===== config.mk =====
export PLATFORM = sky130hd
export DESIGN_NAME = tcp_connection_fsm
export DESIGN_NICKNAME = d
export VERILOG_FILES = /design/src/hdl/tcf_pkg.sv /design/src/hdl/tcf_in_reg.sv /design/src/hdl/tcf_step.sv /design/src/hdl/tcf_out_buf.sv /design/src/hdl/tcp_connection_fsm.sv
export SDC_FILE = /design/constraint.sdc
export NUM_CORES = 1
export LEC_CHECK = 0
export BUFFER_PORTS_ARGS = -buffer_cell sky130_fd_sc_hd__buf_2
export CORE_AREA = 3 3 87 89
export CTS_CLUSTER_SIZE = 20
export DETAILED_ROUTE_END_ITERATION = 10
export DIE_AREA = 0 0 90 92
export GPL_ROUTABILITY_DRIVEN = 1
export PLACE_DENSITY = 0.7
export SYNTH_ARGS = -nofsm -noshare
export SYNTH_HDL_FRONTEND = slang
export SYNTH_SLANG_ARGS = --single-unit

===== constraint.sdc =====
create_clock -name i_clk -period 3.5 [get_ports i_clk]
set_clock_uncertainty 0.15 [all_clocks]
set_input_delay 0.35 -clock i_clk [delete_from_list [all_inputs] [get_ports i_clk]]
set_output_delay 0.35 -clock i_clk [all_outputs]
set_load 0.01 [all_outputs]

===== src/hdl/tcf_pkg.sv =====
`timescale 1ns / 1ps

package tcf_pkg;

    // Widths of the stream words.
    localparam int InDataWidth  = 8;
    localparam int OutDataWidth = 16;
    localparam int OutUserWidth = 1;

    // Connection states, one-hot inside the block.
    typedef enum logic [10:0] {
        ST_CLOSED    = 11'b000_0000_0001,
        ST_LISTEN    = 11'b000_0000_0010,
        ST_SYNSENT   = 11'b000_0000_0100,
        ST_SYNRCVD   = 11'b000_0000_1000,
        ST_ESTAB     = 11'b000_0001_0000,
        ST_FINWAIT1  = 11'b000_0010_0000,
        ST_FINWAIT2  = 11'b000_0100_0000,
        ST_CLOSING   = 11'b000_1000_0000,
        ST_TIMEWAIT  = 11'b001_0000_0000,
        ST_CLOSEWAIT = 11'b010_0000_0000,
        ST_LASTACK   = 11'b100_0000_0000
    } t_conn_state;

    // State codes as they appear on the result stream.
    typedef enum logic [3:0] {
        SC_CLOSED    = 4'd0,
        SC_LISTEN    = 4'd1,
        SC_SYNSENT   = 4'd2,
        SC_SYNRCVD   = 4'd3,
        SC_ESTAB     = 4'd4,
        SC_FINWAIT1  = 4'd5,
        SC_FINWAIT2  = 4'd6,
        SC_CLOSING   = 4'd7,
        SC_TIMEWAIT  = 4'd8,
        SC_CLOSEWAIT = 4'd9,
        SC_LASTACK   = 4'd10
    } t_state_code;

    typedef enum logic [3:0] {
        EV_ACTIVE_OPEN  = 4'd0,
        EV_PASSIVE_OPEN = 4'd1,
        EV_CLOSE        = 4'd2,
        EV_SEND         = 4'd3,
        EV_SYN          = 4'd4,
        EV_SYN_ACK      = 4'd5,
        EV_ACK_SYN      = 4'd6,
        EV_FIN          = 4'd7,
        EV_ACK_FIN      = 4'd8,
        EV_TIMEOUT      = 4'd9,
        EV_DATA         = 4'd10
    } t_event;

    typedef enum logic [3:0] {
        ACT_NONE   = 4'd0,
        ACT_OPEN   = 4'd1,
        ACT_SYN    = 4'd2,
        ACT_SYNACK = 4'd3,
        ACT_ACK    = 4'd4,
        ACT_FIN    = 4'd5,
        ACT_CLOSE  = 4'd6,
        ACT_SEND   = 4'd7,
        ACT_RECV   = 4'd8
    } t_action;

    typedef enum logic [1:0] {
        ROLE_NONE = 2'd0,
        ROLE_RX   = 2'd1,
        ROLE_TX   = 2'd2
    } t_role;

    // One result word.
    typedef struct packed {
        t_state_code next_state;
        t_action     first_action;
        t_action     second_action;
        t_role       conn_role;
        logic        bad_event;
        logic        last_result;
    } t_result;

    // Everything one event produces, handed to the output buffer.
    typedef struct packed {
        t_result first;
        t_result second;
        logic    chain;
    } t_step_out;

    function automatic t_state_code state_code(input t_conn_state s);
        t_state_code c;
        c = SC_CLOSED;
        unique case (s)
            ST_CLOSED:    c = SC_CLOSED;
            ST_LISTEN:    c = SC_LISTEN;
            ST_SYNSENT:   c = SC_SYNSENT;
            ST_SYNRCVD:   c = SC_SYNRCVD;
            ST_ESTAB:     c = SC_ESTAB;
            ST_FINWAIT1:  c = SC_FINWAIT1;
            ST_FINWAIT2:  c = SC_FINWAIT2;
            ST_CLOSING:   c = SC_CLOSING;
            ST_TIMEWAIT:  c = SC_TIMEWAIT;
            ST_CLOSEWAIT: c = SC_CLOSEWAIT;
            ST_LASTACK:   c = SC_LASTACK;
            default:      c = SC_CLOSED;
        endcase
        return c;
    endfunction

endpackage


===== src/hdl/tcf_in_reg.sv =====
`timescale 1ns / 1ps

module tcf_in_reg (
    input  logic       i_clk,
    input  logic       i_rst_n,
    input  logic       i_valid,
    output logic       o_ready,
    input  logic [3:0] i_req_type,
    input  logic       i_pkt_fin,
    input  logic       i_pkt_eod,
    input  logic       i_take,
    output logic       o_valid,
    output logic [3:0] o_req_type,
    output logic       o_pkt_fin,
    output logic       o_pkt_eod
);

    logic       r_valid;
    logic [3:0] r_req_type;
    logic       r_pkt_fin;
    logic       r_pkt_eod;

    // The register frees up in the same cycle its word is taken.
    assign o_ready = !r_valid || i_take;

    always_ff @(posedge i_clk) begin
        if (!i_rst_n) begin
            r_valid <= 1'b0;
        end else if (o_ready) begin
            r_valid <= i_valid;
        end
    end

    always_ff @(posedge i_clk) begin
        if (o_ready && i_valid) begin
            r_req_type <= i_req_type;
            r_pkt_fin  <= i_pkt_fin;
            r_pkt_eod  <= i_pkt_eod;
        end
    end

    assign o_valid    = r_valid;
    assign o_req_type = r_req_type;
    assign o_pkt_fin  = r_pkt_fin;
    assign o_pkt_eod  = r_pkt_eod;

endmodule


===== src/hdl/tcf_step.sv =====
`timescale 1ns / 1ps

module tcf_step (
    input  logic               i_clk,
    input  logic               i_rst_n,
    input  logic               i_take,
    input  logic [3:0]         i_req_type,
    input  logic               i_pkt_fin,
    input  logic               i_pkt_eod,
    output tcf_pkg::t_step_out o_step
);

    import tcf_pkg::*;

    t_conn_state r_state;
    t_role       r_role;

    t_event      ev;
    t_conn_state nst;
    t_conn_state fst;
    t_action     a1;
    t_action     a2;
    t_role       role;
    t_role       role1;
    t_role       frole;
    logic        ok;
    logic        chain;

    // Event check and transition for the current state.
    always_comb begin
        ev   = t_event'(i_req_type);
        nst  = r_state;
        a1   = ACT_NONE;
        a2   = ACT_NONE;
        role = r_role;
        ok   = 1'b1;

        // Data in ESTABLISHED is mapped by role; no role counts as receiver.
        if (r_state == ST_ESTAB && ev == EV_DATA) begin
            if (r_role == ROLE_TX) begin
                if (i_pkt_fin) ev = EV_FIN;
                else           a1 = ACT_SEND;
            end else begin
                if (i_pkt_eod) ev = EV_CLOSE;
                else           a1 = ACT_RECV;
            end
        end

        unique case (r_state)
            ST_CLOSED: begin
                case (ev)
                    EV_ACTIVE_OPEN: begin
                        nst = ST_SYNSENT; a1 = ACT_OPEN; a2 = ACT_SYN; role = ROLE_RX;
                    end
                    EV_PASSIVE_OPEN: begin
                        nst = ST_LISTEN; a1 = ACT_OPEN; role = ROLE_TX;
                    end
                    default: ok = 1'b0;
                endcase
            end
            ST_LISTEN: begin
                case (ev)
                    EV_SEND:  begin nst = ST_SYNSENT; a1 = ACT_SYN;    end
                    EV_CLOSE: begin nst = ST_CLOSED;  a1 = ACT_CLOSE;  end
                    EV_SYN:   begin nst = ST_SYNRCVD; a1 = ACT_SYNACK; end
                    default:  ok = 1'b0;
                endcase
            end
            ST_SYNSENT: begin
                case (ev)
                    EV_CLOSE:   begin nst = ST_CLOSED;  a1 = ACT_CLOSE; end
                    EV_SYN:     begin nst = ST_SYNRCVD; a1 = ACT_ACK;   end
                    EV_SYN_ACK: begin nst = ST_ESTAB;   a1 = ACT_ACK;   end
                    default:    ok = 1'b0;
                endcase
            end
            ST_SYNRCVD: begin
                case (ev)
                    EV_CLOSE:   begin nst = ST_FINWAIT1; a1 = ACT_FIN;  end
                    EV_ACK_SYN: begin nst = ST_ESTAB;    a1 = ACT_SEND; end
                    default:    ok = 1'b0;
                endcase
            end
            ST_ESTAB: begin
                case (ev)
                    EV_CLOSE: begin nst = ST_FINWAIT1;  a1 = ACT_FIN; end
                    EV_FIN:   begin nst = ST_CLOSEWAIT; a1 = ACT_ACK; end
                    EV_DATA:  nst = ST_ESTAB;
                    default:  ok = 1'b0;
                endcase
            end
            ST_CLOSEWAIT: begin
                if (ev == EV_CLOSE) begin
                    nst = ST_LASTACK; a1 = ACT_FIN;
                end else begin
                    ok = 1'b0;
                end
            end
            ST_LASTACK: begin
                if (ev == EV_ACK_FIN) begin
                    nst = ST_CLOSED; a1 = ACT_CLOSE;
                end else begin
                    ok = 1'b0;
                end
            end
            ST_FINWAIT1: begin
                case (ev)
                    EV_FIN:     begin nst = ST_CLOSING; a1 = ACT_ACK; end
                    EV_ACK_FIN: nst = ST_FINWAIT2;
                    default:    ok = 1'b0;
                endcase
            end
            ST_FINWAIT2: begin
                if (ev == EV_FIN) begin
                    nst = ST_TIMEWAIT; a1 = ACT_ACK;
                end else begin
                    ok = 1'b0;
                end
            end
            ST_TIMEWAIT: begin
                if (ev == EV_TIMEOUT) begin
                    nst = ST_CLOSED; a1 = ACT_CLOSE;
                end else begin
                    ok = 1'b0;
                end
            end
            // CLOSING accepts nothing.
            default: ok = 1'b0;
        endcase
    end

    // An ACK for a FIN that lands in the peer-closed wait state or the linger
    // state runs one step further.
    always_comb begin
        chain = ok && ev == EV_FIN && (nst == ST_CLOSEWAIT || nst == ST_TIMEWAIT);
        role1 = (nst == ST_CLOSED) ? ROLE_NONE : role;
        fst   = nst;
        if (chain) begin
            fst = (nst == ST_CLOSEWAIT) ? ST_LASTACK : ST_CLOSED;
        end
        frole = (fst == ST_CLOSED) ? ROLE_NONE : role1;
    end

    // Result words for the output buffer.
    always_comb begin
        if (!ok) begin
            o_step.first = '{state_code(r_state), ACT_NONE, ACT_NONE, r_role, 1'b1, 1'b1};
        end else begin
            o_step.first = '{state_code(nst), a1, a2, role1, 1'b0, !chain};
        end
        o_step.second = '{state_code(fst), (nst == ST_CLOSEWAIT) ? ACT_FIN : ACT_CLOSE,
                          ACT_NONE, frole, 1'b0, 1'b1};
        o_step.chain  = chain;
    end

    // Connection state; an invalid event leaves it alone.
    always_ff @(posedge i_clk) begin
        if (!i_rst_n) begin
            r_state <= ST_CLOSED;
            r_role  <= ROLE_NONE;
        end else if (i_take && ok) begin
            r_state <= fst;
            r_role  <= frole;
        end
    end

endmodule


===== src/hdl/tcf_out_buf.sv =====
`timescale 1ns / 1ps

module tcf_out_buf (
    input  logic               i_clk,
    input  logic               i_rst_n,
    input  logic               i_load,
    input  tcf_pkg::t_step_out i_step,
    output logic               o_free,
    output logic               o_valid,
    input  logic               i_ready,
    output tcf_pkg::t_result   o_result
);

    import tcf_pkg::*;

    logic    r_valid;
    logic    r_pend_valid;
    t_result r_data;
    t_result r_pend;

    // A new event may enter when no chained word waits and the output drains.
    assign o_free = !r_pend_valid && (!r_valid || i_ready);

    always_ff @(posedge i_clk) begin
        if (!i_rst_n) begin
            r_valid      <= 1'b0;
            r_pend_valid <= 1'b0;
        end else if (i_load) begin
            r_valid      <= 1'b1;
            r_pend_valid <= i_step.chain;
        end else if (r_valid && i_ready) begin
            r_valid      <= r_pend_valid;
            r_pend_valid <= 1'b0;
        end
    end

    // Payload: the first word goes out, a chained second word waits behind it.
    always_ff @(posedge i_clk) begin
        if (i_load) begin
            r_data <= i_step.first;
            r_pend <= i_step.second;
        end else if (r_valid && i_ready && r_pend_valid) begin
            r_data <= r_pend;
        end
    end

    assign o_valid  = r_valid;
    assign o_result = r_data;

endmodule


===== src/hdl/tcp_connection_fsm.sv =====
`timescale 1ns / 1ps
// An event word accepted from the input stream sits in the input register; once the
// output side has room, its first result word is loaded into the output register,
// from which it can be accepted.
// Throughput: one event word per cycle while the output side has room; an ACK-for-FIN
// event that chains gives two result words and holds the input while the second waits.
// Reset (i_rst_n low, synchronous) empties both registers and returns to CLOSED, no role.

module tcp_connection_fsm (
    input  logic                                i_clk,
    input  logic                                i_rst_n,
    input  logic                                s_axis_tvalid,
    output logic                                s_axis_tready,
    // [3:0] req_type, [4] pkt_fin, [5] pkt_eod, [7:6] zero
    input  logic [tcf_pkg::InDataWidth-1:0]     s_axis_tdata,
    output logic                                m_axis_tvalid,
    input  logic                                m_axis_tready,
    // [3:0] next_state, [7:4] first_action, [11:8] second_action,
    // [13:12] conn_role, [15:14] zero
    output logic [tcf_pkg::OutDataWidth-1:0]    m_axis_tdata,
    // [0] bad_event
    output logic [tcf_pkg::OutUserWidth-1:0]    m_axis_tuser,
    output logic                                m_axis_tlast
);

    import tcf_pkg::*;

    logic       in_valid;
    logic [3:0] in_req_type;
    logic       in_pkt_fin;
    logic       in_pkt_eod;
    logic       out_free;
    logic       take;
    t_step_out  step;
    t_result    result;

    // An event leaves the input register when the output side has room.
    assign take = in_valid && out_free;

    tcf_in_reg u_in_reg (
        .i_clk      (i_clk),
        .i_rst_n    (i_rst_n),
        .i_valid    (s_axis_tvalid),
        .o_ready    (s_axis_tready),
        .i_req_type (s_axis_tdata[3:0]),
        .i_pkt_fin  (s_axis_tdata[4]),
        .i_pkt_eod  (s_axis_tdata[5]),
        .i_take     (take),
        .o_valid    (in_valid),
        .o_req_type (in_req_type),
        .o_pkt_fin  (in_pkt_fin),
        .o_pkt_eod  (in_pkt_eod)
    );

    tcf_step u_step (
        .i_clk      (i_clk),
        .i_rst_n    (i_rst_n),
        .i_take     (take),
        .i_req_type (in_req_type),
        .i_pkt_fin  (in_pkt_fin),
        .i_pkt_eod  (in_pkt_eod),
        .o_step     (step)
    );

    tcf_out_buf u_out_buf (
        .i_clk    (i_clk),
        .i_rst_n  (i_rst_n),
        .i_load   (take),
        .i_step   (step),
        .o_free   (out_free),
        .o_valid  (m_axis_tvalid),
        .i_ready  (m_axis_tready),
        .o_result (result)
    );

    // Pack the result word onto the master stream.
    assign m_axis_tdata = {2'b00, result.conn_role, result.second_action,
                           result.first_action, result.next_state};
    assign m_axis_tuser = result.bad_event;
    assign m_axis_tlast = result.last_result;

endmodule


**After elaboration in Yosys (flattened, before gate mapping)**

Index checks and enable logic that the tools add are counted.
Widths: inputs -> output; s select.

- Word-level logic and storage cells: 148
- Output and inout bits: 20
- Flip-flop bits (word level): 48

- Equality and inequality tests: 45
- Multiplexer cells: 59
- Reductions and logical operators: 27

Operators by type and width:

| cell | number |
|---|---|
| $pmux 4 s10 | 3 |
| $pmux 11 s10 | 1 |
| $pmux 11 s3 | 3 |
| $mux 11 | 6 |
| $pmux 11 s2 | 3 |
| $mux 4 | 13 |
| $mux 16 | 3 |
| $pmux 4 s9 | 1 |
| $eq 11x1->1 const B | 3 |
| $eq 11x10->1 const B | 3 |
| $eq 11x11->1 const B | 3 |
| $eq 11x2->1 const B | 3 |
| $eq 11x3->1 const B | 3 |
| $eq 11x4->1 const B | 3 |
| $eq 11x5->1 const B | 3 |
| $eq 11x6->1 const B | 3 |
| $eq 11x7->1 const B | 3 |
| $eq 11x8->1 const B | 3 |
| $eq 11x9->1 const B | 3 |
| $pmux 4 s2 | 3 |
| $eq 4x3->1 const B | 4 |
| $eq 4x4->1 const B | 4 |
| $mux 1 | 14 |
| $pmux 4 s3 | 1 |
| other kinds (14) | 39 |

**Depth between registers and ports, before layout**

- Depth in word-level cells: 12
- Gate-level depth with buffers: 13

**Cells and area by module**

Synthesis repeated with hierarchy kept, for this count alone.

- Cells, all modules: 440
- Area, all modules: 3988.8 um2

By module, submodules not included:

| module | cells an instance | sequential area each (um2) | area an instance (um2) | times used |
|---|---|---|---|---|
| tcf_step | 362 | 260.2 | 2426.1 | 1 |
| tcf_out_buf | 63 | 1001.0 | 1300.0 | 1 |
| tcf_in_reg | 11 | 200.2 | 237.7 | 1 |
| tcp_connection_fsm | 4 | 0.0 | 25.0 | 1 |

**Worst setup path after synthesis**

Ideal clock, no wire load.

- Kind: reg-to-reg
- Start point: reg u_step.r_state[0]
- End point: reg u_out_buf.r_data (netlist bit u_out_buf.o_result[12]), data pin
- Data arrival time: 3406 ps
- Cell stages (with the launch flop): 13
- Path slack: -324 ps
- Data required time: 3082 ps
- Path through: dfxtp_1 > buf_6 > or4_4 > or4_4 > buf_6 > o22ai_4 > a211oi_1 > nor4_4 > a31oi_2 > nor4_1 > nor3_1 > o211ai_1 > a31oi_1

- Word-level cells in the longest chain between the ends: 10
- Elaborated cells on any way between the ends: 66
- Classes of those cells: 31 x eq/ne; 27 x mux; 8 x reduce/logical

Ends and longest elaborated chain:

| item | RTL line | RTL |
|---|---|---|
| from (decl) | tcf_step.sv:15 | `t_conn_state r_state;` |
| from (signal assigned) | tcf_step.sv:162 | `r_state <= fst;` |
| $eq 11x5->1 | tcf_pkg.sv:92, tcf_step.sv:39, tcf_step.sv:49 |  |
| $logic_and 1x1->1 | tcf_step.sv:39 | `if (r_state == ST_ESTAB && ev == EV_DATA) begin` |
| $mux 4 | tcf_step.sv:39 |  |
| $eq 4x4->1, or another cell as far along | tcf_step.sv:85 | `case (ev)` |
| $pmux 11 s3, or another cell as far along | tcf_step.sv:85 |  |
| $pmux 11 s10 | tcf_step.sv:49 | `unique case (r_state)` |
| $eq 11x11->1, or another cell as far along | tcf_pkg.sv:92 | `unique case (s)` |
| $pmux 4 s10 | tcf_pkg.sv:92 |  |
| $mux 16 * | tcf_step.sv:146 | `if (!ok) begin` |
| $mux 16 * | tcf_out_buf.sv:39 | `if (i_load) begin` |
| to (signal assigned) | tcf_out_buf.sv:40 | `r_data <= i_step.first;` |
| to (signal assigned) | tcf_out_buf.sv:43 | `r_data <= r_pend;` |
| to (decl) | tcf_out_buf.sv:18 | `t_result r_data;` |

Every way passes the cells marked *; elsewhere a longest branch is shown, timed or not.
A chain may end at the register's enable or synchronous reset.

==> flow_summary.json <==
{
  "status": "finished with violations",
  "violations": "setup timing",
  "async_flop_share_pct": 0,
  "timing.final.max_slew_violations": 0,
  "rsz0062_at_grt": "true",
  "dr.pass1.iters": 9,
  "grt_pass1_vias": 3470,
  "coreArea_um2": 6830,
  "tightest_slew_ps": 601,
  "wl_per_cell_um": 19.7,
  "fmax_mhz": 254,
  "whs_ps": 63.2,
  "root_buffer": "clkbuf_8",
  "num_io_pins": 32,
  "grt_max_degree": 18,
  "clock_path_buffers": 2,
  "hold_path_class": "in -> reg",
  "setup_viol": 32,
  "cp-end-kind": "flip-flop",
  "synth-edff-count": 27,
  "ys.flop_type": "edfxtp_1",
  "synthCells": 407,
  "row_count": 30,
  "gr-total-overflow": 0,
  "leakagePower_nw": 1.87,
  "powerDensity_nw_per_um2": 849,
  "dp_slack_ps": -363,
  "via_count": 3773,
  "synth_cell_type_count": 76,
  "start_util_pct": 49.4,
  "synth_seq_cells": 43,
  "clk_pin_slew_worst_paths_ps": 90,
  "io_buffers": 24,
  "die_x_um": 90,
  "mostFrequentLayoutCells": "buf_4, nor2_1, nand2_1, edfxtp_1, a21oi_1",
  "ys_seq_area_share_pct": 33.5,
  "dieHeight_um": 92,
  "final_common_cell": "buf_4",
  "yosysWarnings": 0,
  "r2r_cells": 12,
  "dieArea_um2": 8280,
  "grt_pass1_wl_mm": 18.8,
  "cts.sinks": 43,
  "gp_congestion": 0.976,
  "worst_slack_ps": -431,
  "drtAntennaViolNets": 0,
  "maxCapViolCount": 0,
  "cts_buffers": 5,
  "cp_max_fo": 7,
  "cts_tree": "done",
  "post_drt_via_cell_ratio": 6.10,
  "hpwlAfterDp_mm": 9.24,
  "avgSynthCellArea_um2": 8.28,
  "area.growth.synth_to_final_pct": 38.9,
  "fin_crit_sh_pct": 112,
  "antenna_cells": 0,
  "cp.arrival_ps": 3830,
  "fin_util_pct": 68.6,
  "ir_drop_uv": 537,
  "insertion_delay_ps": 310,
  "holdBufCountCts": 0,
  "track_usage_pct": 29.1,
  "max_slew_margin_pct": 59.7,
  "nNetsFinal": 534,
  "drc": 0,
  "min_path_cells": 1,
  "drive_gt1_share_pct": 39.6,
  "cts_htree_levels": 2,
  "crit_type": "reg -> reg",
  "finalWirelength_mm": 12.2,
  "fin_crit_ps": 3930,
  "setup.worst_path.start_class": "flip-flop",
  "drtIter0Drc": 429,
  "crit_required_ps": 3400,
  "synthesis.area_um2": 3370,
  "antenna_found_initial": 0,
  "finalHoldViolCount": 0
}
-- cell type report --
class                   instances  area [µm²]
multi-input cells             325        2320
fillers                       564        2150
flip-flops and latches         43        1130
repair buffers                133         966
well taps                      96         120
clock buffers                   5        68.8
inverters                      14        52.6
clock inverters                 3        25.0
-- repair_timing --
| item | in CTS | in global routing |
|---|---|---|
| endpoints found under the setup margin | 29 | 34 |
| gates resized for setup | 17 | 34 |
| pin swaps | 5 | 28 |
| setup buffers | 7 | 12 |
-- per-stage QoR --
stage	setup TNS, ps	cells	area (µm²)	total power (W)
global route	-10150	619	4680	0.00422
floorplan	-1730	411	3420	0.00206
CTS	-4710	608	4430	0.00359
finish	-6410	619	4680	0.00398
detailed placement	-5870	593	4190	0.00297
global placement	-4570	593	4190	0.00296
-- Yosys cell counts, drive strengths merged (2+ instances only) --
cell / n / share of area [%]
nor2: 46 / 5.2
and4: 2 / 0.52
nand4: 7 / 1.7
buf: 9 / 2.3
and2: 6 / 1.1
xor2: 4 / 1.0
nand3: 21 / 3.1
a211oi: 10 / 2.5
a31oi: 11 / 2.4
o21ai: 20 / 3.7
nor3: 18 / 3.0
clkbuf: 20 / 2.2
mux2i: 2 / 0.59
or3: 4 / 0.78
and3: 6 / 1.2
o22ai: 2 / 0.78
o21bai: 3 / 0.67
edfxtp: 27 / 24
nand3b: 3 / 0.67
and2b: 2 / 0.45
a21oi: 33 / 5.7
nand2: 36 / 4.0
nand2b: 6 / 1.1
a22oi: 2 / 0.45
a32oi: 2 / 0.74
dfxtp: 16 / 9.5
inv: 14 / 1.6
o31ai: 2 / 0.45
o211ai: 4 / 0.89
nor3b: 3 / 0.67
nor4: 12 / 3.7
o21a: 4 / 0.89
or4: 6 / 1.6
a21o: 4 / 0.89
o32a: 2 / 0.63
xnor2: 2 / 0.52
or4b: 2 / 0.59
nand4b: 3 / 0.96
nor4b: 4 / 1.0
nor2b: 9 / 1.7
o2111ai: 5 / 1.3
-- kinds of logic after synthesis --
kind of cell / after synthesis / share of synthesized area, %
buf+inv: 43 / 6.05
flops: 43 / 33.5
other cells: 1 / 0.111
xor+xnor: 6 / 1.56
simple gates: 199 / 33.8
mux: 2 / 0.594
compound gates: 113 / 24.3
-- critical path, stage by stage (launching register included) --
cell and delay [ps]:
edfxtp_1 380, or4bb_1 570, or4_4 640, o21ai_4 250
buf_12 150, a31oi_4 90, nor4_4 240, buf_6 170
a31oi_4 180, nor4_4 370, nor3_2 70, o211ai_1 280
nand3_1 120
-- layer usage --
layer,GRT usage [%],part of all wire (%)
met5,0,0
met3,5.17,8.3
met4,10.8,3.4
met2,45.9,47
met1,40.0,42
-- path summary, 6_finish.rpt --
| kind | start | end | slack [ps] |
|---|---|---|---|
| worst min register to register | u_out_buf.r_pend_valid | u_out_buf.r_pend_valid | 360 |
| worst max-delay path | u_in_reg.o_req_type[2] | u_out_buf.r_pend[12] | -430 |
| worst max register to register | u_in_reg.o_req_type[2] | u_out_buf.r_pend[12] | -430 |
| worst min-delay path | s_axis_tdata[0] | u_in_reg.o_req_type[0] | 60 |
-- flip-flops by register name, summed over array words and instances (netlist names) --
signal                  flops
u_in_reg.o_req_type         4
u_out_buf.o_valid           1
u_in_reg.o_valid            1
u_in_reg.o_pkt_fin          1
u_step.r_state             11
u_out_buf.o_result         13
u_out_buf.r_pend            8
u_in_reg.o_pkt_eod          1
u_out_buf.r_pend_valid      1
u_step.r_role               2
-- power by group --
part | leakage (nW) | switching, W | internal (W)
Clock | 0.0443 | 0.000191 | 0.000143
Sequential | 0.381 | 0.0000223 | 0.000609
Combinational | 1.45 | 0.00161 | 0.00140
Note: power is estimated with default switching activity, not from simulation.
